$ cat config.mk
export PLATFORM = sky130hd
export DESIGN_NAME = keyword_lexer_stream_flat
export DESIGN_NICKNAME = d
export VERILOG_FILES = /design/src/rtl/kls_pkg.sv /design/src/rtl/kls_if.sv /design/src/rtl/keyword_lexer_stream.sv /design/src/rtl/kls_core.sv /design/src/rtl/kls_out_fifo.sv /design/src/flat_wrapper.sv
export SDC_FILE = /design/constraint.sdc
export NUM_CORES = 1
export LEC_CHECK = 0
export ABC_AREA = 1
export BUFFER_PORTS_ARGS = -buffer_cell sky130_fd_sc_hd__clkbuf_2
export CAP_MARGIN = 25
export CORE_ASPECT_RATIO = 2
export CORE_MARGIN = 10
export CORE_UTILIZATION = 68
export CTS_CLUSTER_DIAMETER = 50
export CTS_CLUSTER_SIZE = 24
export DETAILED_ROUTE_END_ITERATION = 8
export PLACE_DENSITY_LB_ADDON = 0.2
export RECOVER_POWER = 50
export SYNTH_ARGS = -nofsm -noshare
export SYNTH_HDL_FRONTEND = slang
export SYNTH_SLANG_ARGS = --single-unit
$ cat constraint.sdc
create_clock -name clk -period 11.3 [get_ports clk]
set_input_delay 0.565 -clock clk [delete_from_list [all_inputs] [get_ports clk]]
set_output_delay 0.565 -clock clk [all_outputs]
set_load 0.1 [all_outputs]
$ cat src/rtl/kls_pkg.sv
// ----------------------------------------------------------------------------
// kls_pkg
// Shared types, token codes and character classes for the keyword lexer.
// ----------------------------------------------------------------------------
package kls_pkg;

	// Widths of the position counters and of the result fields.
	localparam int POS_BITS = 16;
	localparam int KIND_W   = 5;
	localparam int OFS_W    = 16;
	localparam int LEN_W    = 16;
	localparam int NUM_KW   = 7;
	localparam int KW_MAXC  = 6;

	// Depth of the result queue; two results may enter in one cycle.
	localparam int OUT_DEPTH = 4;
	localparam int OUT_PTR_W = $clog2(OUT_DEPTH);
	localparam int OUT_CNT_W = $clog2(OUT_DEPTH + 1);

	localparam logic [POS_BITS-1:0] POS_MAX = {POS_BITS{1'b1}};
	localparam logic [LEN_W-1:0]    LEN_MAX = {LEN_W{1'b1}};

	// Token kinds.
	localparam logic [KIND_W-1:0] KIND_IDENT  = 5'd0;
	localparam logic [KIND_W-1:0] KIND_NUMBER = 5'd1;
	localparam logic [KIND_W-1:0] KIND_KW0    = 5'd2;
	localparam logic [KIND_W-1:0] KIND_ARROW  = 5'd9;
	localparam logic [KIND_W-1:0] KIND_MINUS  = 5'd10;
	localparam logic [KIND_W-1:0] KIND_LPAREN = 5'd11;
	localparam logic [KIND_W-1:0] KIND_RPAREN = 5'd12;
	localparam logic [KIND_W-1:0] KIND_LBRACE = 5'd13;
	localparam logic [KIND_W-1:0] KIND_RBRACE = 5'd14;
	localparam logic [KIND_W-1:0] KIND_EQUAL  = 5'd15;
	localparam logic [KIND_W-1:0] KIND_COLON  = 5'd16;
	localparam logic [KIND_W-1:0] KIND_PLUS   = 5'd17;
	localparam logic [KIND_W-1:0] KIND_SEMI   = 5'd18;
	localparam logic [KIND_W-1:0] KIND_ERROR  = 5'd19;
	localparam logic [KIND_W-1:0] KIND_END    = 5'd20;

	// Keyword spellings, one character per entry; entries past the length are unused.
	localparam logic [7:0] KW_TEXT [NUM_KW][KW_MAXC] = '{
		'{"f", "u", "n", "c", 8'h00, 8'h00},
		'{"r", "e", "t", "u", "r", "n"},
		'{"v", "a", "r", 8'h00, 8'h00, 8'h00},
		'{"i", "3", "2", 8'h00, 8'h00, 8'h00},
		'{"b", "o", "o", "l", 8'h00, 8'h00},
		'{"t", "r", "u", "e", 8'h00, 8'h00},
		'{"f", "a", "l", "s", "e", 8'h00}
	};
	localparam logic [2:0] KW_LEN [NUM_KW] = '{3'd4, 3'd6, 3'd3, 3'd3, 3'd4, 3'd4, 3'd5};

	// One result word.
	typedef struct packed {
		logic [KIND_W-1:0] kind;
		logic [OFS_W-1:0]  start;
		logic [LEN_W-1:0]  length;
		logic              last;
	} result_t;

	// Results produced by one byte, first in r0.
	typedef struct packed {
		logic [1:0] count;
		result_t    r0;
		result_t    r1;
	} push_t;

	function automatic result_t mk_result(logic [KIND_W-1:0] kind, logic [OFS_W-1:0] start,
			logic [LEN_W-1:0] length, logic last);
		result_t r;
		r.kind   = kind;
		r.start  = start;
		r.length = length;
		r.last   = last;
		return r;
	endfunction

	// Offsets in results are the low bits of the position.
	function automatic logic [OFS_W-1:0] to_start(logic [POS_BITS-1:0] pos);
		logic [31:0] w;
		w = 32'(pos);
		return w[OFS_W-1:0];
	endfunction

	function automatic logic is_alpha(logic [7:0] c);
		return (c >= "a" && c <= "z") || (c >= "A" && c <= "Z");
	endfunction

	function automatic logic is_digit(logic [7:0] c);
		return c >= "0" && c <= "9";
	endfunction

	function automatic logic is_space(logic [7:0] c);
		return c == " " || (c >= 8'd9 && c <= 8'd13);
	endfunction

	function automatic logic is_word(logic [7:0] c);
		return is_alpha(c) || is_digit(c) || c == "_";
	endfunction

	// Kind of a single-character symbol; error for anything else.
	function automatic logic [KIND_W-1:0] sym_kind(logic [7:0] c);
		logic [KIND_W-1:0] k;
		case (c)
			"(":     k = KIND_LPAREN;
			")":     k = KIND_RPAREN;
			"{":     k = KIND_LBRACE;
			"}":     k = KIND_RBRACE;
			"=":     k = KIND_EQUAL;
			":":     k = KIND_COLON;
			"+":     k = KIND_PLUS;
			";":     k = KIND_SEMI;
			default: k = KIND_ERROR;
		endcase
		return k;
	endfunction

	// Keep the keywords whose character at index wl matches c.
	function automatic logic [NUM_KW-1:0] narrow(logic [NUM_KW-1:0] cand,
			logic [LEN_W-1:0] wl, logic [7:0] c);
		logic [NUM_KW-1:0] m;
		m = '0;
		for (int i = 0; i < NUM_KW; i++) begin
			if (cand[i] && wl < LEN_W'(KW_LEN[i]) && KW_TEXT[i][wl[2:0]] == c) begin
				m[i] = 1'b1;
			end
		end
		return m;
	endfunction

	// Kind of a finished word: a keyword if a candidate of that length survives.
	function automatic logic [KIND_W-1:0] word_kind(logic [NUM_KW-1:0] cand,
			logic [LEN_W-1:0] wl);
		logic [KIND_W-1:0] k;
		k = KIND_IDENT;
		for (int i = 0; i < NUM_KW; i++) begin
			if (cand[i] && wl == LEN_W'(KW_LEN[i])) begin
				k = KIND_KW0 + KIND_W'(i);
			end
		end
		return k;
	endfunction

endpackage

$ cat src/rtl/kls_if.sv
// ----------------------------------------------------------------------------
// kls_if
// Valid/ready channels for source bytes and for token results.
// ----------------------------------------------------------------------------
interface kls_in_if;
	import kls_pkg::*;

	logic       valid;
	logic       ready;
	logic [7:0] byte_in;
	logic       end_of_text;

	modport source (output valid, output byte_in, output end_of_text, input ready);
	modport sink (input valid, input byte_in, input end_of_text, output ready);
endinterface

interface kls_out_if;
	import kls_pkg::*;

	logic              valid;
	logic              ready;
	logic [KIND_W-1:0] token_kind;
	logic [OFS_W-1:0]  token_start;
	logic [LEN_W-1:0]  token_length;
	logic              last_result;

	modport source (output valid, output token_kind, output token_start,
		output token_length, output last_result, input ready);
	modport sink (input valid, input token_kind, input token_start,
		input token_length, input last_result, output ready);
endinterface

$ cat src/rtl/keyword_lexer_stream.sv
// ----------------------------------------------------------------------------
// keyword_lexer_stream
// Streaming lexer: one source byte in, tokens out as kind, offset and length.
// ----------------------------------------------------------------------------
// The block takes one byte per clock cycle while input is not stalled. A
// byte is held in an input register while the scanner closes or extends the
// current token, and its results enter a four-word queue; a result is offered
// on the output from the queue, once its byte has left the input register.
// Words, numbers and a lone '-' are only reported when the byte after them
// arrives or at end of text, so one byte may give two results; the queue
// drains one per cycle while the output is ready, and input stalls only while
// it holds more than two words. A stream that yields one result per byte or
// fewer runs at a full byte per cycle while the output is always ready.
module keyword_lexer_stream (
	input  logic      clk,
	input  logic      arst_n,
	kls_in_if.sink    text,
	kls_out_if.source tokens
);
	import kls_pkg::*;

	logic       valid_s1;
	logic [7:0] byte_s1;
	logic       eot_s1;
	logic       space_ok;
	logic       step;
	push_t      push;

	assign step       = valid_s1 && space_ok;
	assign text.ready = !valid_s1 || space_ok;

	// Input register.
	always_ff @(posedge clk or negedge arst_n) begin
		if (!arst_n) begin
			valid_s1 <= 1'b0;
		end else if (text.ready) begin
			valid_s1 <= text.valid;
		end
	end

	always_ff @(posedge clk) begin
		if (text.ready && text.valid) begin
			byte_s1 <= text.byte_in;
			eot_s1  <= text.end_of_text;
		end
	end

	kls_core u_core (
		.clk     (clk),
		.arst_n  (arst_n),
		.step    (step),
		.byte_s1 (byte_s1),
		.eot_s1  (eot_s1),
		.push    (push)
	);

	kls_out_fifo u_fifo (
		.clk      (clk),
		.arst_n   (arst_n),
		.push     (push),
		.space_ok (space_ok),
		.tokens   (tokens)
	);

endmodule

$ cat src/rtl/kls_core.sv
// ----------------------------------------------------------------------------
// kls_core
// Scanner state and the per-byte step: closes pending tokens, starts new ones
// and produces up to two results for each byte.
// ----------------------------------------------------------------------------
module kls_core (
	input  logic          clk,
	input  logic          arst_n,
	input  logic          step,
	input  logic [7:0]    byte_s1,
	input  logic          eot_s1,
	output kls_pkg::push_t push
);
	import kls_pkg::*;

	localparam logic [2:0] MODE_IDLE   = 3'd0;
	localparam logic [2:0] MODE_WORD   = 3'd1;
	localparam logic [2:0] MODE_NUMBER = 3'd2;
	localparam logic [2:0] MODE_MINUS  = 3'd3;
	localparam logic [2:0] MODE_ERROR  = 3'd4;

	logic [2:0]          mode_q, mode_n;
	logic [POS_BITS-1:0] pos_q, pos_n, pos_inc;
	logic [POS_BITS-1:0] tb_q, tb_n;
	logic [NUM_KW-1:0]   cand_q, cand_n;
	logic [LEN_W-1:0]    wl_q, wl_n, wl_inc;
	logic                do_start;
	logic                a_v, b_v;
	result_t             a_res, b_res;
	logic [KIND_W-1:0]   kind_sym;

	// A pending word, number or minus, reported as it stands in the given state.
	function automatic logic pending(logic [2:0] mode);
		return mode == MODE_WORD || mode == MODE_NUMBER || mode == MODE_MINUS;
	endfunction

	function automatic result_t flush(logic [2:0] mode, logic [NUM_KW-1:0] cand,
			logic [LEN_W-1:0] wl, logic [POS_BITS-1:0] tb);
		result_t r;
		if (mode == MODE_WORD) begin
			r = mk_result(word_kind(cand, wl), to_start(tb), wl, 1'b0);
		end else if (mode == MODE_NUMBER) begin
			r = mk_result(KIND_NUMBER, to_start(tb), wl, 1'b0);
		end else begin
			r = mk_result(KIND_MINUS, to_start(tb), LEN_W'(1), 1'b0);
		end
		return r;
	endfunction

	assign pos_inc  = (pos_q == POS_MAX) ? pos_q : pos_q + 1'b1;
	assign wl_inc   = (wl_q == LEN_MAX) ? wl_q : wl_q + 1'b1;
	assign kind_sym = sym_kind(byte_s1);

	// Next state and results for the byte in the input register.
	always_comb begin
		mode_n   = mode_q;
		tb_n     = tb_q;
		cand_n   = cand_q;
		wl_n     = wl_q;
		pos_n    = pos_inc;
		do_start = 1'b0;
		a_v      = 1'b0;
		b_v      = 1'b0;
		a_res    = flush(mode_q, cand_q, wl_q, tb_q);
		b_res    = mk_result(KIND_ERROR, to_start(pos_q), LEN_W'(1), 1'b1);

		// Extend or close the token in progress.
		unique case (mode_q)
			MODE_WORD: begin
				if (is_word(byte_s1)) begin
					cand_n = narrow(cand_q, wl_q, byte_s1);
					wl_n   = wl_inc;
				end else begin
					a_v      = 1'b1;
					do_start = 1'b1;
				end
			end
			MODE_NUMBER: begin
				if (is_digit(byte_s1)) begin
					wl_n = wl_inc;
				end else begin
					a_v      = 1'b1;
					do_start = 1'b1;
				end
			end
			MODE_MINUS: begin
				if (byte_s1 == ">") begin
					a_v    = 1'b1;
					a_res  = mk_result(KIND_ARROW, to_start(tb_q), LEN_W'(2), 1'b0);
					mode_n = MODE_IDLE;
				end else begin
					a_v      = 1'b1;
					do_start = 1'b1;
				end
			end
			MODE_ERROR: begin
			end
			default: begin
				do_start = 1'b1;
			end
		endcase

		// The byte opens a token, emits a symbol, is skipped as a blank, or is an error.
		if (do_start) begin
			mode_n = MODE_IDLE;
			if (!is_space(byte_s1)) begin
				tb_n = pos_q;
				if (is_alpha(byte_s1) || byte_s1 == "_") begin
					mode_n = MODE_WORD;
					cand_n = narrow({NUM_KW{1'b1}}, '0, byte_s1);
					wl_n   = LEN_W'(1);
				end else if (is_digit(byte_s1)) begin
					mode_n = MODE_NUMBER;
					wl_n   = LEN_W'(1);
				end else if (byte_s1 == "-") begin
					mode_n = MODE_MINUS;
				end else if (kind_sym != KIND_ERROR) begin
					b_v   = 1'b1;
					b_res = mk_result(kind_sym, to_start(pos_q), LEN_W'(1), 1'b0);
				end else begin
					b_v    = 1'b1;
					mode_n = MODE_ERROR;
				end
			end
		end

		// End of text reports what is pending, marks the final result and resets.
		if (eot_s1) begin
			if (mode_n != MODE_ERROR) begin
				if (pending(mode_n)) begin
					b_v   = 1'b1;
					b_res = flush(mode_n, cand_n, wl_n, tb_n);
				end
				if (!a_v && !b_v) begin
					b_v   = 1'b1;
					b_res = mk_result(KIND_END, to_start(pos_inc), '0, 1'b1);
				end else if (b_v) begin
					b_res.last = 1'b1;
				end else begin
					a_res.last = 1'b1;
				end
			end
			mode_n = MODE_IDLE;
			pos_n  = '0;
			tb_n   = '0;
			cand_n = {NUM_KW{1'b1}};
			wl_n   = '0;
		end
	end

	// Pack the results, first one in r0.
	always_comb begin
		push.count = step ? {a_v & b_v, a_v ^ b_v} : 2'd0;
		push.r0    = a_v ? a_res : b_res;
		push.r1    = b_res;
	end

	// Scanner state registers.
	always_ff @(posedge clk or negedge arst_n) begin
		if (!arst_n) begin
			mode_q <= MODE_IDLE;
			pos_q  <= '0;
			tb_q   <= '0;
			cand_q <= {NUM_KW{1'b1}};
			wl_q   <= '0;
		end else if (step) begin
			mode_q <= mode_n;
			pos_q  <= pos_n;
			tb_q   <= tb_n;
			cand_q <= cand_n;
			wl_q   <= wl_n;
		end
	end

endmodule

$ cat src/rtl/kls_out_fifo.sv
// ----------------------------------------------------------------------------
// kls_out_fifo
// Small result queue that takes up to two results a cycle and hands out one.
// ----------------------------------------------------------------------------
module kls_out_fifo (
	input  logic           clk,
	input  logic           arst_n,
	input  kls_pkg::push_t push,
	output logic           space_ok,
	kls_out_if.source      tokens
);
	import kls_pkg::*;

	result_t              entry_q [OUT_DEPTH];
	logic [OUT_PTR_W-1:0] wr_q, rd_q;
	logic [OUT_CNT_W-1:0] count_q;
	logic                 pop;
	logic [OUT_PTR_W-1:0] wr_next;

	assign pop      = tokens.valid && tokens.ready;
	assign wr_next  = wr_q + 1'b1;
	assign space_ok = count_q <= OUT_CNT_W'(OUT_DEPTH - 2);

	// Head of the queue drives the output channel.
	assign tokens.valid        = count_q != '0;
	assign tokens.token_kind   = entry_q[rd_q].kind;
	assign tokens.token_start  = entry_q[rd_q].start;
	assign tokens.token_length = entry_q[rd_q].length;
	assign tokens.last_result  = entry_q[rd_q].last;

	// Entry storage.
	always_ff @(posedge clk) begin
		if (push.count != 2'd0) begin
			entry_q[wr_q] <= push.r0;
		end
		if (push.count == 2'd2) begin
			entry_q[wr_next] <= push.r1;
		end
	end

	// Pointers and fill count.
	always_ff @(posedge clk or negedge arst_n) begin
		if (!arst_n) begin
			wr_q    <= '0;
			rd_q    <= '0;
			count_q <= '0;
		end else begin
			wr_q    <= wr_q + OUT_PTR_W'(push.count);
			rd_q    <= rd_q + OUT_PTR_W'(pop);
			count_q <= count_q + OUT_CNT_W'(push.count) - OUT_CNT_W'(pop);
		end
	end

endmodule

$ cat src/flat_wrapper.sv
// flat-port wrapper written by rule: the top's interface ports become plain ports
module keyword_lexer_stream_flat import kls_pkg::*;
  (clk, arst_n, text_valid, text_byte_in, text_end_of_text, text_ready, tokens_valid, tokens_token_kind, tokens_token_start, tokens_token_length, tokens_last_result, tokens_ready);
  kls_in_if text_i ();
  kls_out_if tokens_i ();
  input  logic clk;
  input  logic arst_n;
  input wire logic [$bits(text_i.valid)-1:0] text_valid;
  input wire logic [$bits(text_i.byte_in)-1:0] text_byte_in;
  input wire logic [$bits(text_i.end_of_text)-1:0] text_end_of_text;
  output wire logic [$bits(text_i.ready)-1:0] text_ready;
  output wire logic [$bits(tokens_i.valid)-1:0] tokens_valid;
  output wire logic [$bits(tokens_i.token_kind)-1:0] tokens_token_kind;
  output wire logic [$bits(tokens_i.token_start)-1:0] tokens_token_start;
  output wire logic [$bits(tokens_i.token_length)-1:0] tokens_token_length;
  output wire logic [$bits(tokens_i.last_result)-1:0] tokens_last_result;
  input wire logic [$bits(tokens_i.ready)-1:0] tokens_ready;
  assign text_i.valid = text_valid;
  assign text_i.byte_in = text_byte_in;
  assign text_i.end_of_text = text_end_of_text;
  assign text_ready = text_i.ready;
  assign tokens_valid = tokens_i.valid;
  assign tokens_token_kind = tokens_i.token_kind;
  assign tokens_token_start = tokens_i.token_start;
  assign tokens_token_length = tokens_i.token_length;
  assign tokens_last_result = tokens_i.last_result;
  assign tokens_i.ready = tokens_ready;
  keyword_lexer_stream u_core (.clk(clk), .arst_n(arst_n), .text(text_i), .tokens(tokens_i));
endmodule
==> results.md <==
* Slowest cell delay on critical path at 0.84 ns
* Clock period minus worst slack at 8.03 ns
* Vias in the first global route at 11800
* R2R Path Start: u_core.u_core.mode_q[1]
* Maximum achievable frequency at 125 MHz
* Clk sinks at about 230
* Worst hold path type: in2reg
* Clock latency on the worst-skew pair at 0.50 ns
* Post-synth EDFFs at roughly 160
* Drt first pass iters at 7
* Setup TNS at 0 ns
* Power Density at 326 nW/um^2
* R2r endpoint: u_core.u_fifo.entry_q[2][22]
* Most used cell, CP: nand2_1
* Mean post-synth cell area at between 8 and 9 sq um
* Most frequent cells in the layout: nand2_1 (256), nor2_1 (231), o21ai_0 (206), edfxtp_1 (161), inv_1 (156)
* Row cnt at 73
* Final Cell Area at ~14000 sq um
* Worst-Margin Slew at 3.35 ns
* Crit path from: u_core.u_core.mode_q[1]
* Period utilization at around 71%
* Worst-path fanout max at 42
* Largest net degree at the start of global routing at 79
* Die X at ~120 um
* Diodes inserted at 0
* Slew margin rel. at -123%
* Wire length per cell at between 20 and 25 um
* Status: complete, but fails checks
* Distinct cells, synth at 54
* Via density at 6.33
* Primary FF master, synth: edfxtp_1
* Detailed Route Iter0 Violations at 1450
* Initial antenna violation count at 0
* I/O pin count at 53
* TritonCTS clock tree: yes
* Post-Syn Nets at 1705
* Async set-or-reset flop fraction in the synthesized netlist at about 29%
* Placed cell area at 14100 sq um
* Die Footprint at 26600 sq um
* Total of max-cap violations at 5
* Total congestion overflow at 0
* Sequential area share after synthesis at around 47%
* Crit end category: flip-flop
* Core area at between 15000 and 20000 sq um
* Violated checks: capacitance limit, slew limit
* Routed vias at 12300
* H-tree Lvls at 1
* Clk buf depth at 3
* WP data required at between 10 and 15 ns
* Power Total at 4700 uW
* Finish-stage setup viols at 0
* Unrepaired setup endpoints after global routing: false
* Clock transition at path regs at 0.09 ns
* Root buf cell: clkbuf_16
* Clk_skew at 0.0190 ns
* Register bit total from synthesis at 227
* Synth Warn # at 0
* CTS buffer count at 14
* Area delta synth->final at 5.31%
* Data arrival time of the worst path at 8.27 ns
* Final Max Slew Viols at 317
* Initial core utilization at 69.1%
* Number of hold violations in the final report at 0
* Worst setup SP type: flip-flop
* Worst path slowest cell: nand2_1
* Max IR drop VDD at 405 uV
* Worst Setup EP: u_core.u_fifo.entry_q[2][22]
* Synth Instances at approximately 1700
* Commonest non-fill, non-tap cell in the layout: nand2_1
* DRC Markers at 0
* Die H at roughly 220 um
* WL final at 40.3 mm
* Routability congestion estimate at 1.05
* Lkg Pwr at 0.00576 uW
* Detail Route Antenna Nets at 0
* Crit path kind: reg2reg
* Global-route wire length before repair at between 60 and 70 mm
* Worst r2r path cells at 25
* R2r setup slk at ~3.3 ns
* Syn Std Cell Area at 13700 sq um
* Detailed placer's ending HPWL at ~29 mm
* Fin nets at between 1500 and 2000
* Port bufs at 52
* Total track usage at 30.1%
* Post-CTS setup buffers at 0
* Share of cells above drive strength 1 at between 8 and 9%
[per-layer routing]
metal | up-vias | routed length [um] | global-route usage, %
met2 | 717 | 21200 | 55.0
met3 | 172 | 3150 | 3.37
met1 | 5693 | 13500 | 32.3
met5 | - | 0 | 0
li1 | 5742 | - | -
met4 | 0 | 2500 | 18.6
[where the power goes]
group | internal [uW] | switching (uW) | total (uW) | leakage (uW)
combinational | 613 | 2250 | 2870 | 0.00319
clock | 259 | 283 | 542 | 0.000214
sequential | 1160 | 130 | 1290 | 0.00235
[kinds of logic after synthesis]
| family | Yosys count | share of synthesized area [%] |
|---|---|---|
| flip-flops | 227 | 47.4 |
| XOR/XNOR | 26 | 1.66 |
| buffers and inverters | 270 | 7.99 |
| adder cells (fa/ha/maj) | 20 | 1.88 |
| AO/OA/AOI/OAI | 456 | 19.0 |
| AND/OR/NAND/NOR | 673 | 22.1 |
[repair_timing]
action | in CTS | in global routing
hold endpoints to repair | 13 | 0
hold buffers | 1 | 0
setup endpoints to repair | 0 | 0
resized for setup | 0 | 0
[per-stage QoR]
step / std cells / utilization [%] / hold WS [ns] / setup WS, ns
global route: 1946 / 72.8 / 0.242 / 2.62
global placement: 1919 / 70.9 / 0.482 / 5.94
detailed placement: 1920 / 71.0 / 0.494 / 5.67
finish: 1946 / 72.8 / 0.243 / 3.27
floorplan: 1672 / - / 0.269 / 5.68
CTS: 1945 / 73.3 / 0.236 / 5.67
[critical path: cells and delay by family (launching register included)]
| family | cells | cell delay, ns |
|---|---|---|
| and+or+nand+nor | 14 | 4.34 |
| AOI/OAI and AO/OA | 3 | 0.41 |
| adders and majority gates | 1 | 0.16 |
| buffers and inverters | 7 | 2.41 |
| DFF | 1 | 0.42 |
[synthesized netlist by cell type (all sizes together) (4+ instances only)]
cell / number / area, sq um
nor3: 30 / 166
a22o: 10 / 87.6
buf: 25 / 173
a22oi: 4 / 30.0
o211ai: 5 / 37.5
ha: 19 / 238
clkinv: 7 / 28.8
xor2: 21 / 184
inv: 181 / 679
nand3: 96 / 513
nand2: 276 / 1160
nand4: 18 / 128
xnor2: 5 / 43.8
dfrtp: 59 / 1480
clkbuf: 57 / 214
edfxtp: 161 / 4830
dfstp: 7 / 184
nor2: 248 / 1010
a21oi: 83 / 415
o22ai: 103 / 644
o21ai: 239 / 1290
[sequential cells by signal (all words and copies together) (netlist names)]
| signal | count |
|---|---|
| u_core.u_core.pos_q | 16 |
| u_core.eot_s1 | 1 |
| u_core.u_fifo.entry_q | 152 |
| u_core.valid_s1 | 1 |
| u_core.u_core.cand_q | 7 |
| u_core.u_core.mode_q | 3 |
| u_core.u_fifo.rd_q | 2 |
| u_core.u_core.wl_q | 16 |
| u_core.u_fifo.wr_q | 2 |
| u_core.u_core.tb_q | 16 |
| u_core.byte_s1 | 8 |
| u_core.u_fifo.count_q | 3 |
[area by class of cell]
class                           count  area (sq um)
Clock buffer                       20           404
Clock inverter                      4          43.8
Fill cell                        1565          5400
Inverter                          188           708
Multi-Input combinational cell   1175          6120
Sequential cell                   227          6500
Tap cell                          262           328
Timing Repair Buffer               70           325
[worst min path at each step]
| stage | startpoint | to | cells after the start | slack [ns] |
|---|---|---|---|---|
| 4_1_cts | text_byte_in[1] | u_core.byte_s1[1] | 1 | 0.24 |
| 3_5_place_dp | u_core.u_fifo.count_q[2] | u_core.u_fifo.count_q[2] | 1 | 0.49 |
| 6_report | text_byte_in[3] | u_core.byte_s1[3] | 1 | 0.24 |
| 2_1_floorplan | arst_n | u_core.u_core.mode_q[0] | 0 | 0.27 |
| 5_1_grt | text_byte_in[1] | u_core.byte_s1[1] | 1 | 0.24 |
| 3_3_place_gp | u_core.u_fifo.count_q[2] | u_core.u_fifo.count_q[2] | 1 | 0.48 |
Power figures use the tool's default switching activity.
